$ cat src/sv/spfd_pkg.sv
// Shared types and constants for the SysEx patch frame decoder.
// Used by every module of the block but the FIFO; depends on nothing.
package spfd_pkg;

  // Byte position counter, saturating at its all-ones value.
  localparam int POS_W = 11;
  localparam logic [POS_W-1:0] POS_MAX = '1;

  localparam logic [7:0] SX_START = 8'hF0;
  localparam logic [7:0] SX_END   = 8'hF7;

  // A message shorter than this many bytes is reported as short.
  localparam int MIN_LEN = 8;
  // Position of the name length byte and of the first name byte.
  localparam int NAME_LEN_POS = 4;
  localparam int NAME_BASE    = 5;
  // Bytes per packed 32-bit word and the phase that completes a word.
  localparam int WORD_BYTES = 5;
  localparam logic [2:0] PHASE_LAST = 3'd4;

  // Configuration register indexes.
  localparam logic [1:0] CFG_MANUF  = 2'd0;
  localparam logic [1:0] CFG_DEVICE = 2'd1;
  localparam logic [1:0] CFG_CMD    = 2'd2;

  // Result kinds.
  localparam logic [1:0] KIND_NAME   = 2'd0;
  localparam logic [1:0] KIND_WORD   = 2'd1;
  localparam logic [1:0] KIND_STATUS = 2'd2;

  typedef enum logic [3:0] {
    ST_OK        = 4'd0,
    ST_SHORT     = 4'd1,
    ST_START     = 4'd2,
    ST_MANUF     = 4'd3,
    ST_DEVICE    = 4'd4,
    ST_COMMAND   = 4'd5,
    ST_END       = 4'd6,
    ST_NAMELEN   = 4'd7,
    ST_TRUNCATED = 4'd8,
    ST_CHECKSUM  = 4'd9
  } status_t;

  // Header fault bits.
  localparam int FAULT_START  = 0;
  localparam int FAULT_MANUF  = 1;
  localparam int FAULT_DEVICE = 2;
  localparam int FAULT_CMD    = 3;

  typedef enum logic [1:0] {
    CS_NONE  = 2'd0,
    CS_MATCH = 2'd1,
    CS_BAD   = 2'd2
  } cs_t;

  // What the back end must do with a byte.
  typedef enum logic [3:0] {
    OP_HDR_START,
    OP_HDR_MANUF,
    OP_HDR_DEVICE,
    OP_HDR_CMD,
    OP_NAME,
    OP_DATA,
    OP_CHECK,
    OP_SKIP,
    OP_LAST
  } op_t;

  typedef struct packed {
    op_t        op;
    logic [7:0] data;
    logic [7:0] name_index;
    logic       short_msg;
    logic       name_bad;
  } op_entry_t;

  typedef struct packed {
    logic [6:0] manuf;
    logic [6:0] device;
    logic [6:0] command;
  } cfg_t;

  typedef struct packed {
    logic [1:0]  kind;
    logic [7:0]  index;
    logic [31:0] value;
    logic [3:0]  status;
  } result_t;

endpackage

$ cat src/sv/spfd_fifo.sv
// Small first-in first-out queue of register entries.
// Generic in width and depth; no package dependency.
module spfd_fifo #(
  parameter int W     = 8,
  parameter int DEPTH = 2
) (
  input  logic         clk,
  input  logic         rst_n,
  input  logic         push,
  input  logic [W-1:0] wdata,
  output logic         full,
  input  logic         pop,
  output logic [W-1:0] rdata,
  output logic         empty
);

  localparam int PTR_W = (DEPTH > 1) ? $clog2(DEPTH) : 1;
  localparam int CNT_W = $clog2(DEPTH + 1);
  localparam logic [PTR_W-1:0] PTR_LAST = PTR_W'(DEPTH - 1);
  localparam logic [CNT_W-1:0] CNT_FULL = CNT_W'(DEPTH);

  logic [W-1:0]     mem_r [DEPTH];
  logic [PTR_W-1:0] wr_ptr_r, wr_ptr_nxt;
  logic [PTR_W-1:0] rd_ptr_r, rd_ptr_nxt;
  logic [CNT_W-1:0] cnt_r, cnt_nxt;
  logic             do_push, do_pop;

  assign full    = (cnt_r == CNT_FULL);
  assign empty   = (cnt_r == '0);
  assign do_push = push & ~full;
  assign do_pop  = pop & ~empty;
  assign rdata   = mem_r[rd_ptr_r];

  always_comb begin
    wr_ptr_nxt = wr_ptr_r;
    rd_ptr_nxt = rd_ptr_r;
    cnt_nxt    = cnt_r;
    if (do_push) begin
      wr_ptr_nxt = (wr_ptr_r == PTR_LAST) ? '0 : wr_ptr_r + 1'b1;
    end
    if (do_pop) begin
      rd_ptr_nxt = (rd_ptr_r == PTR_LAST) ? '0 : rd_ptr_r + 1'b1;
    end
    if (do_push && !do_pop) begin
      cnt_nxt = cnt_r + 1'b1;
    end else if (do_pop && !do_push) begin
      cnt_nxt = cnt_r - 1'b1;
    end
  end

  always_ff @(posedge clk) begin
    if (!rst_n) begin
      wr_ptr_r <= '0;
      rd_ptr_r <= '0;
      cnt_r    <= '0;
    end else begin
      wr_ptr_r <= wr_ptr_nxt;
      rd_ptr_r <= rd_ptr_nxt;
      cnt_r    <= cnt_nxt;
    end
  end

  always_ff @(posedge clk) begin
    if (do_push) begin
      mem_r[wr_ptr_r] <= wdata;
    end
  end

endmodule

$ cat src/sv/spfd_front.sv
// Front end: accepts message bytes and classifies each by its position.
// Depends on spfd_pkg.
module spfd_front #(
  parameter int NAME_MAX   = 16,
  parameter int WORD_COUNT = 215
) (
  input  logic                clk,
  input  logic                rst_n,
  input  logic                push,
  input  logic [7:0]          in_byte,
  input  logic                in_is_last,
  output logic                full,
  input  logic                q_full,
  output logic                q_push,
  output spfd_pkg::op_entry_t q_data
);
  import spfd_pkg::*;

  localparam int DataBytes = WORD_BYTES * WORD_COUNT;

  logic [POS_W-1:0] pos_r, pos_nxt;
  logic [7:0]       name_len_r, name_len_nxt;
  logic [POS_W-1:0] name_end, data_end;
  logic             name_bad, accept;

  assign full     = q_full;
  assign accept   = push & ~q_full;
  assign q_push   = accept;
  assign name_bad = (name_len_r > 8'(NAME_MAX));
  assign name_end = POS_W'(NAME_BASE) + POS_W'(name_len_r);
  assign data_end = name_end + POS_W'(DataBytes);

  // The checksum byte sits at exactly one position, so it is taken once.
  always_comb begin
    q_data.data       = in_byte;
    q_data.name_index = pos_r[7:0] - 8'(NAME_BASE);
    q_data.short_msg  = (pos_r < POS_W'(MIN_LEN - 1));
    q_data.name_bad   = name_bad;
    if (in_is_last) begin
      q_data.op = OP_LAST;
    end else if (pos_r == POS_W'(0)) begin
      q_data.op = OP_HDR_START;
    end else if (pos_r == POS_W'(1)) begin
      q_data.op = OP_HDR_MANUF;
    end else if (pos_r == POS_W'(2)) begin
      q_data.op = OP_HDR_DEVICE;
    end else if (pos_r == POS_W'(3)) begin
      q_data.op = OP_HDR_CMD;
    end else if (pos_r == POS_W'(NAME_LEN_POS) || name_bad) begin
      q_data.op = OP_SKIP;
    end else if (pos_r < name_end) begin
      q_data.op = OP_NAME;
    end else if (pos_r < data_end) begin
      q_data.op = OP_DATA;
    end else if (pos_r == data_end) begin
      q_data.op = OP_CHECK;
    end else begin
      q_data.op = OP_SKIP;
    end
  end

  always_comb begin
    pos_nxt      = pos_r;
    name_len_nxt = name_len_r;
    if (accept) begin
      if (in_is_last) begin
        pos_nxt      = '0;
        name_len_nxt = '0;
      end else begin
        if (pos_r == POS_W'(NAME_LEN_POS)) begin
          name_len_nxt = in_byte;
        end
        if (pos_r != POS_MAX) begin
          pos_nxt = pos_r + 1'b1;
        end
      end
    end
  end

  always_ff @(posedge clk) begin
    if (!rst_n) begin
      pos_r      <= '0;
      name_len_r <= '0;
    end else begin
      pos_r      <= pos_nxt;
      name_len_r <= name_len_nxt;
    end
  end

endmodule

$ cat src/sv/spfd_back.sv
// Back end: header checks, word assembly, checksum and final status.
// Depends on spfd_pkg.
module spfd_back (
  input  logic                clk,
  input  logic                rst_n,
  input  spfd_pkg::cfg_t      cfg,
  input  logic                q_empty,
  input  spfd_pkg::op_entry_t q_data,
  output logic                q_pop,
  input  logic                r_full,
  output logic                r_push,
  output spfd_pkg::result_t   r_data
);
  import spfd_pkg::*;

  logic [3:0]  faults_r, faults_nxt;
  logic [31:0] shift_r, shift_nxt;
  logic [2:0]  phase_r, phase_nxt;
  logic [7:0]  wcnt_r, wcnt_nxt;
  logic [6:0]  xor_r, xor_nxt;
  cs_t         cs_r, cs_nxt;
  status_t     fin_status;
  logic        go;

  assign go    = ~q_empty & ~r_full;
  assign q_pop = go;

  // Final status follows a fixed priority order.
  always_comb begin
    if (q_data.short_msg) begin
      fin_status = ST_SHORT;
    end else if (faults_r[FAULT_START]) begin
      fin_status = ST_START;
    end else if (faults_r[FAULT_MANUF]) begin
      fin_status = ST_MANUF;
    end else if (faults_r[FAULT_DEVICE]) begin
      fin_status = ST_DEVICE;
    end else if (faults_r[FAULT_CMD]) begin
      fin_status = ST_COMMAND;
    end else if (q_data.data != SX_END) begin
      fin_status = ST_END;
    end else if (q_data.name_bad) begin
      fin_status = ST_NAMELEN;
    end else if (cs_r == CS_NONE) begin
      fin_status = ST_TRUNCATED;
    end else if (cs_r == CS_BAD) begin
      fin_status = ST_CHECKSUM;
    end else begin
      fin_status = ST_OK;
    end
  end

  always_comb begin
    faults_nxt = faults_r;
    shift_nxt  = shift_r;
    phase_nxt  = phase_r;
    wcnt_nxt   = wcnt_r;
    xor_nxt    = xor_r;
    cs_nxt     = cs_r;
    r_push     = 1'b0;
    r_data     = '0;
    case (q_data.op)
      OP_HDR_START: begin
        if (q_data.data != SX_START) faults_nxt[FAULT_START] = 1'b1;
      end
      OP_HDR_MANUF: begin
        if (q_data.data != {1'b0, cfg.manuf}) faults_nxt[FAULT_MANUF] = 1'b1;
      end
      OP_HDR_DEVICE: begin
        if (q_data.data != {1'b0, cfg.device}) faults_nxt[FAULT_DEVICE] = 1'b1;
      end
      OP_HDR_CMD: begin
        if (q_data.data != {1'b0, cfg.command}) faults_nxt[FAULT_CMD] = 1'b1;
      end
      OP_NAME: begin
        r_push       = go;
        r_data.kind  = KIND_NAME;
        r_data.index = q_data.name_index;
        r_data.value = {24'd0, q_data.data};
      end
      OP_DATA: begin
        xor_nxt = xor_r ^ q_data.data[6:0];
        if (phase_r == 3'd0) begin
          shift_nxt = {28'd0, q_data.data[3:0]};
        end else begin
          shift_nxt = {shift_r[24:0], q_data.data[6:0]};
        end
        if (phase_r >= PHASE_LAST) begin
          r_push       = go;
          r_data.kind  = KIND_WORD;
          r_data.index = wcnt_r;
          r_data.value = shift_nxt;
          wcnt_nxt     = wcnt_r + 1'b1;
          phase_nxt    = '0;
        end else begin
          phase_nxt = phase_r + 1'b1;
        end
      end
      OP_CHECK: begin
        cs_nxt = (q_data.data == {1'b0, xor_r}) ? CS_MATCH : CS_BAD;
      end
      OP_LAST: begin
        r_push        = go;
        r_data.kind   = KIND_STATUS;
        r_data.status = fin_status;
        faults_nxt    = '0;
        shift_nxt     = '0;
        phase_nxt     = '0;
        wcnt_nxt      = '0;
        xor_nxt       = '0;
        cs_nxt        = CS_NONE;
      end
      default: begin
      end
    endcase
  end

  always_ff @(posedge clk) begin
    if (!rst_n) begin
      faults_r <= '0;
      shift_r  <= '0;
      phase_r  <= '0;
      wcnt_r   <= '0;
      xor_r    <= '0;
      cs_r     <= CS_NONE;
    end else if (go) begin
      faults_r <= faults_nxt;
      shift_r  <= shift_nxt;
      phase_r  <= phase_nxt;
      wcnt_r   <= wcnt_nxt;
      xor_r    <= xor_nxt;
      cs_r     <= cs_nxt;
    end
  end

endmodule

$ cat src/sv/sysex_patch_frame_decoder.sv
// Top level of the SysEx patch frame decoder: configuration registers,
// front end, operation queue, back end and result queue.
// Depends on spfd_pkg, spfd_front, spfd_fifo and spfd_back.
//
// Usage. Message bytes enter through a queue-style port: a byte and its
// last-byte flag are transferred at a rising edge where push is high and
// full is low. Results leave the same way: while empty is low the oldest
// result is on the out_ ports, and it is transferred at an edge where pop
// is high. Each name character and each completed 32-bit word gives one
// result; the last byte of a message gives only a status result, and the
// consumer discards the message when that status is not zero.
// The front end classifies every byte by its position in the message and
// passes it through a two-entry queue to the back end, which checks the
// header, assembles words, keeps the checksum and builds results into a
// two-entry result queue. A byte that gives a result is registered in the
// operation queue, and the back end writes its result into the result
// queue ahead of the out_ ports. One byte is taken every cycle as long as
// results are drained every cycle; that rate is set by the back end, which
// retires one queued byte per cycle. When the receiver stalls, bytes keep
// flowing until the result queue is full; the back end then stops and full
// rises after at most two more transfers. No result is lost. Reset (rst_n
// low at a clock edge) empties both queues, clears all message state and
// sets the three ID registers to zero. The ID registers are written
// through cfg_we, cfg_index and cfg_data.
module sysex_patch_frame_decoder #(
  parameter int NAME_MAX   = 16,
  parameter int WORD_COUNT = 215
) (
  input  logic        clk,
  input  logic        rst_n,
  input  logic        push,
  output logic        full,
  input  logic [7:0]  in_byte,
  input  logic        in_is_last,
  output logic        empty,
  input  logic        pop,
  output logic [1:0]  out_kind,
  output logic [7:0]  out_item_index,
  output logic [31:0] out_item_value,
  output logic [3:0]  out_status,
  input  logic        cfg_we,
  input  logic [1:0]  cfg_index,
  input  logic [6:0]  cfg_data
);
  import spfd_pkg::*;

  localparam int OpW  = $bits(op_entry_t);
  localparam int ResW = $bits(result_t);

  cfg_t      cfg_r, cfg_nxt;
  op_entry_t front_entry, back_entry;
  result_t   back_result, out_result;
  logic      q_push, q_full, q_pop, q_empty;
  logic      r_push, r_full;

  // Users must make register writes with no message in flight; unenforced.
  always_comb begin
    cfg_nxt = cfg_r;
    if (cfg_we) begin
      case (cfg_index)
        CFG_MANUF:  cfg_nxt.manuf   = cfg_data;
        CFG_DEVICE: cfg_nxt.device  = cfg_data;
        CFG_CMD:    cfg_nxt.command = cfg_data;
        default: begin
        end
      endcase
    end
  end

  always_ff @(posedge clk) begin
    if (!rst_n) begin
      cfg_r <= '0;
    end else begin
      cfg_r <= cfg_nxt;
    end
  end

  spfd_front #(
    .NAME_MAX  (NAME_MAX),
    .WORD_COUNT(WORD_COUNT)
  ) u_front (
    .clk       (clk),
    .rst_n     (rst_n),
    .push      (push),
    .in_byte   (in_byte),
    .in_is_last(in_is_last),
    .full      (full),
    .q_full    (q_full),
    .q_push    (q_push),
    .q_data    (front_entry)
  );

  spfd_fifo #(
    .W    (OpW),
    .DEPTH(2)
  ) u_op_q (
    .clk  (clk),
    .rst_n(rst_n),
    .push (q_push),
    .wdata(front_entry),
    .full (q_full),
    .pop  (q_pop),
    .rdata(back_entry),
    .empty(q_empty)
  );

  spfd_back u_back (
    .clk    (clk),
    .rst_n  (rst_n),
    .cfg    (cfg_r),
    .q_empty(q_empty),
    .q_data (back_entry),
    .q_pop  (q_pop),
    .r_full (r_full),
    .r_push (r_push),
    .r_data (back_result)
  );

  spfd_fifo #(
    .W    (ResW),
    .DEPTH(2)
  ) u_res_q (
    .clk  (clk),
    .rst_n(rst_n),
    .push (r_push),
    .wdata(back_result),
    .full (r_full),
    .pop  (pop),
    .rdata(out_result),
    .empty(empty)
  );

  assign out_kind       = out_result.kind;
  assign out_item_index = out_result.index;
  assign out_item_value = out_result.value;
  assign out_status     = out_result.status;

endmodule

$ cat config.mk
export PLATFORM = sky130hd
export DESIGN_NAME = sysex_patch_frame_decoder
export DESIGN_NICKNAME = d
export VERILOG_FILES = /design/src/sv/spfd_pkg.sv /design/src/sv/spfd_fifo.sv /design/src/sv/spfd_front.sv /design/src/sv/spfd_back.sv /design/src/sv/sysex_patch_frame_decoder.sv
export SDC_FILE = /design/constraint.sdc
export NUM_CORES = 1
export LEC_CHECK = 0
export ABC_AREA = 1
export BUFFER_PORTS_ARGS = -buffer_cell sky130_fd_sc_hd__buf_4
export CELL_PAD_IN_SITES_DETAIL_PLACEMENT = 1
export CELL_PAD_IN_SITES_GLOBAL_PLACEMENT = 2
export CORE_AREA = 2 2 170 172
export CTS_CLUSTER_DIAMETER = 150
export DETAILED_ROUTE_END_ITERATION = 6
export DIE_AREA = 0 0 172 174
export HOLD_SLACK_MARGIN = 0.06
export PLACE_DENSITY = 0.82
export SYNTH_ARGS = -nofsm -noshare
export SYNTH_HDL_FRONTEND = slang
export SYNTH_HIERARCHICAL = 1
export SYNTH_SLANG_ARGS = --single-unit
$ cat constraint.sdc
create_clock -name clk -period 8.2 [get_ports clk]
set_input_delay 1.64 -clock clk [delete_from_list [all_inputs] [get_ports clk]]
set_output_delay 1.64 -clock clk [all_outputs]
set_load 0.05 [all_outputs]
Word level (Yosys, flattened, before mapping)
Memories as Yosys holds them, arrays and structs flattened. A register that Yosys moved wholly into a read port is not among the register bits.
Index checks and enable logic that the tools add are counted.
{"block": "word_totals", "regBits": 97, "ram_bits": 136, "inputBits": 23, "output_inout_bits": 48, "word_cells": 181, "memories": 2}
{"name": "u_res_q.mem_r", "words": 2, "word_bits": 46, "rd": 1, "rd_ports_with_merged_regs": 1, "wr": 1, "line_no": "spfd_fifo.sv:22", "rtl": "logic [W-1:0] mem_r [DEPTH];"}
{"name": "u_op_q.mem_r", "words": 2, "word_bits": 22, "rd": 1, "rd_ports_with_merged_regs": 1, "wr": 1, "line_no": "spfd_fifo.sv:22"}
{"block": "classes", "add_sub_neg": 14, "n_lt_le_gt_ge": 5, "eq_ne": 29, "n_mux": 61, "bitwise_logic": 11, "n_reduce_logical": 39}
{"cell": "40-bit case mux with 2 select lines", "n": 1}
{"cell": "4-bit two-way mux", "n": 18}
{"cell": "25-bit case mux with 2 select lines", "n": 1}
{"cell": "41-bit two-way mux", "n": 1}
{"cell": "32-bit two-way mux", "n": 1}
{"cell": "8-bit two-way mux", "n": 3}
{"cell": "8-bit by 7-bit != test with 1-bit output", "n": 3}
{"cell": "11-bit by 2-bit equality test with 1-bit output (second input constant)", "n": 2}
{"cell": "11-bit < comparator", "n": 2}
{"cell": "11-bit two-way mux", "n": 2}
{"cell": "2-bit nonzero test", "n": 10}
{"cell": "1-bit two-way mux", "n": 18}
{"cell": "8-bit != test (second input constant)", "n": 2}
{"cell": "8-bit case mux with 2 select lines", "n": 1}
{"cell": "3-bit AND reduction", "n": 5}
{"cell": "7-bit case mux with 2 select lines", "n": 1}
{"cell": "2-bit AND reduction", "n": 7}
{"cell": "4-bit by 3-bit equality test with 1-bit output (second input constant)", "n": 3}
{"cell": "11-bit by 1-bit adder with 11-bit output (second input constant)", "n": 1}
{"cell": "11-bit adder (second input constant)", "n": 1}
{"cell": "11-bit by 1-bit equality test with 1-bit output (second input constant)", "n": 1}
{"cell": "11-bit equality test", "n": 1}
{"cell": "11-bit by 3-bit equality test with 1-bit output (second input constant)", "n": 1}
{"cell": "11-bit logical NOT", "n": 1}
{"cell": "33 further kinds", "n": 72}

Depth between registers and ports, before layout
{"block": "logic_depth", "word_depth": 12, "mapped_depth": 22, "ltp_nobuf": 22}

Modules after synthesis
The synthesis kept the hierarchy.
{"module": "spfd_fifo (u_res_q)", "n_inst": 1, "cells_per_inst": 181, "area_each_um2": 3767.4, "seq_area_each_um2": 2862.7}
{"module": "spfd_back", "n_inst": 1, "cells_per_inst": 488, "area_each_um2": 3114.2, "seq_area_each_um2": 980.9}
{"module": "spfd_front", "n_inst": 1, "cells_per_inst": 300, "area_each_um2": 2006.9, "seq_area_each_um2": 380.4}
{"module": "spfd_fifo (u_op_q)", "n_inst": 1, "cells_per_inst": 106, "area_each_um2": 1839.3, "seq_area_each_um2": 1421.4}
{"module": "sysex_patch_frame_decoder", "n_inst": 1, "cells_per_inst": 138, "area_each_um2": 983.4, "seq_area_each_um2": 420.4}

Worst setup path after synthesis
OpenSTA, ideal clock, no wires.
{"block": "synth_timing", "path_kind": "reg-to-reg", "startpoint": "register with a tool-made name", "endpoint": "memory u_res_q/mem_r[0][0] in the netlist's numbering (enable)", "setup_ns": 0.449, "arrival_ns": 3.749, "required_ns": 7.751, "setup_slack_ns": 4.001, "path_stages_with_launch": 10, "n_path_buf": 1, "synth_period_minus_slack_ns": 4.199, "path_cell_list": "dfxtp_1 > buf_6 > mux2_2 > nor2_4 > inv_1 > nor2_2 > nor2_1 > a21oi_1 > o21ai_2 > nor2_1"}
{"item": "to (decl)", "line_no": "spfd_fifo.sv:22"}

==> flow_metrics.tcl <==
set metrics [dict create \
    worst_slack_ps 4410 \
    avgSynthCellArea_um2 9.65 \
    rsz0062_at_grt "false" \
    gr-total-overflow 0 \
    clk_pin_slew_ps 60 \
    status "completed" \
    cp-start-kind "flip-flop" \
    core-area_um2 28200 \
    antenna_cells 0 \
    final_area_um2 13200 \
    max_slew_margin 0.213 \
    synthFlopType "edfxtp_1" \
    final_layout_size_suffix_gt1_frac 0.203 \
    die-area_um2 29900 \
    dr.first_iter.drc_count 308 \
    finalCritPeriodShare 0.462 \
    stdcell_count 1666 \
    p_leak_nw 5.19 \
    final_common_cell "nand2_1" \
    drc 0 \
    clock_latency_ps 540 \
    routed_wl_um 27700 \
    post_cts_buffers 0 \
    min_period_ps 3790 \
    io_pins 71 \
    cp.required_ps 6560 \
    cts_tree "done" \
    via_per_inst 4.95 \
    core.rowCount 62 \
    route.antenna.remaining_nets 0 \
    area_delta_synth_final_pct 12.6 \
    die_h_um 174 \
    crit_slowest_cell "buf_4" \
    hold_viol 0 \
    ctsHtreeMaxLevel 1 \
    netlist_instances 1213 \
    final_cell_mix "nand2_1 (228), nor2_1 (136), edfxtp_1 (136)" \
    initial_core_util 0.415 \
    hold_path.class "reg -> reg" \
    vias 8255 \
    setup_violations 0 \
    dp_hpwl_um 19700 \
    fin_skew_ps 18.3 \
    synth.distinct_cells 51 \
    path_max_fanout 46 \
    tightest_slew_ps 1180 \
    critical_path_class "reg -> out" \
    die_w_um 172 \
    power_density_nw_per_um2 301 \
    grt_pass1_vias 8561 \
    grt_pass1_wl_um 44600 \
    clk_path_buf_depth 3 \
    path_cells "buf_4 > mux2_2 > buf_4" \
    seq_area_frac_synth 0.518 \
    postPlaceCellArea_um2 12300 \
    fin_nets 1313 \
    drv_cap 0 \
    r2r_slack_ps 4510 \
    routedWlPerCell_um 16.6 \
    cts_resized 0 \
    crit_arrival_ps 2150 \
    fin_util 0.467 \
    slowest_delay_ps 660 \
    synth_warnings 6 \
    numPortBuffers 70 \
    netlist_area_um2 11700 \
    dp_slack_ps 4470 \
    drt-pass1-iter-count 6 \
    critPathBufInv 2 \
    synth-seq-cells 235 \
    cts-root-buf "clkbuf_16" \
    cpMostUsedCell "buf_4" \
    fin_hold_ws_ps 473 \
    synth_nets 1264 \
    dp.cells 1618 \
    cts_hold_buf 0 \
    slew_viol_final 0 \
    fin_total_pwr_mw 3.97 \
    ir_drop_v 0.000167 \
    grt_antenna_before_repair 0 \
    cts.sinks 235 \
    cp_top_family "buffers and inverters" \
    ys_async_sr_fraction 0 \
    worstSetupEndpointType "output pin" \
    finalSetupTns_ps 0 \
    fill_cells 3263 \
    cts_buffers 26 \
    synth_edf_count 136 \
    grt_max_degree 47 \
    track_usage 0.187 \
    place.gp.congestion 0.807 \
    max_clock_freq_mhz 264 \
]
## report_power, final
group,internal (mW),switching (mW),total [mW],leakage [nW]
clock network,0.678,0.466,1.14,0.413
registers,1.41,0.0867,1.50,2.03
logic,0.427,0.897,1.32,2.75
## kinds of logic after synthesis
family / Yosys count / share of synthesized area
multiplexers: 68 / 0.0782
other: 1 / 0.000320
adder cells (fa/ha/maj): 28 / 0.0299
buffers and inverters: 202 / 0.0844
XOR/XNOR: 25 / 0.0187
AO/OA/AOI/OAI: 146 / 0.0728
flip-flops: 235 / 0.518
AND/OR/NAND/NOR: 508 / 0.198
## cell type report
type                    count  area [µm²]  share of cell area
clock buffers              37         722              0.0548
clock inverters            11         123             0.00930
inverters                 150         567              0.0430
multi-input cells         776        4680               0.355
flip-flops and latches    235        6070               0.460
well taps                 384         480              0.0364
repair buffers             73         548              0.0416
## registers in the layout (all words and copies together), names as in the netlist, 7 cells and up, named ones only
| register | count |
|---|---|
| u_back/wcnt_r | 8 |
| u_res_q/mem_r | 92 |
| u_op_q/mem_r | 44 |
| u_back/shift_r | 25 |
| u_front/name_len_r | 8 |
| u_front/pos_r | 11 |
| u_back/xor_r | 7 |
| cfg_r | 21 |
## worst paths after layout
path	from	to	cells after the start
worst max-delay path	flip-flop	out_item_value[25]	3
worst min-delay path	u_back/shift_r[22]	u_back/shift_r[22]	2
worst max register to register	flip-flop	u_res_q/mem_r[0][43]	9
worst min register to register	u_back/shift_r[22]	u_back/shift_r[22]	2
## worst register-to-register path, stage by stage, from the launching register on
cell and delay, ps:
dfxtp_1 970, mux2_2 500, nor2_4 190, nand2_4 210
nor2_4 240, nor2_1 180, a21oi_1 210, o21ai_2 140
nor2_4 100, buf_4 550
## cell usage after synthesis (all sizes together), types with 3 or more instances
cell    count  area [µm²]
a21oi      80         434
ha         28         350
a211oi      5        37.5
clkbuf     15        56.3
edfxtp    136        4080
inv       147         554
dfxtp      99        1980
buf        37         365
nand4      17         119
o211a       7        70.1
mux2       68         916
nand2     242         963
xnor2      11        96.3
xor2       14         123
nor2      156         656
clkinv      3        12.5
nor3       11        86.3
o21ai      42         218
nand3      77         453
## layer usage
| metal | global-route usage | share of wire | up-vias |
|---|---|---|---|
| met5 | 0 | 0 | - |
| met4 | 0.0473 | 0.023 | 0 |
| met3 | 0.0235 | 0.028 | 47 |
| met2 | 0.327 | 0.49 | 120 |
| met1 | 0.245 | 0.46 | 3980 |
| li1 | - | - | 4108 |
Note: power is estimated with default switching activity, not from simulation.
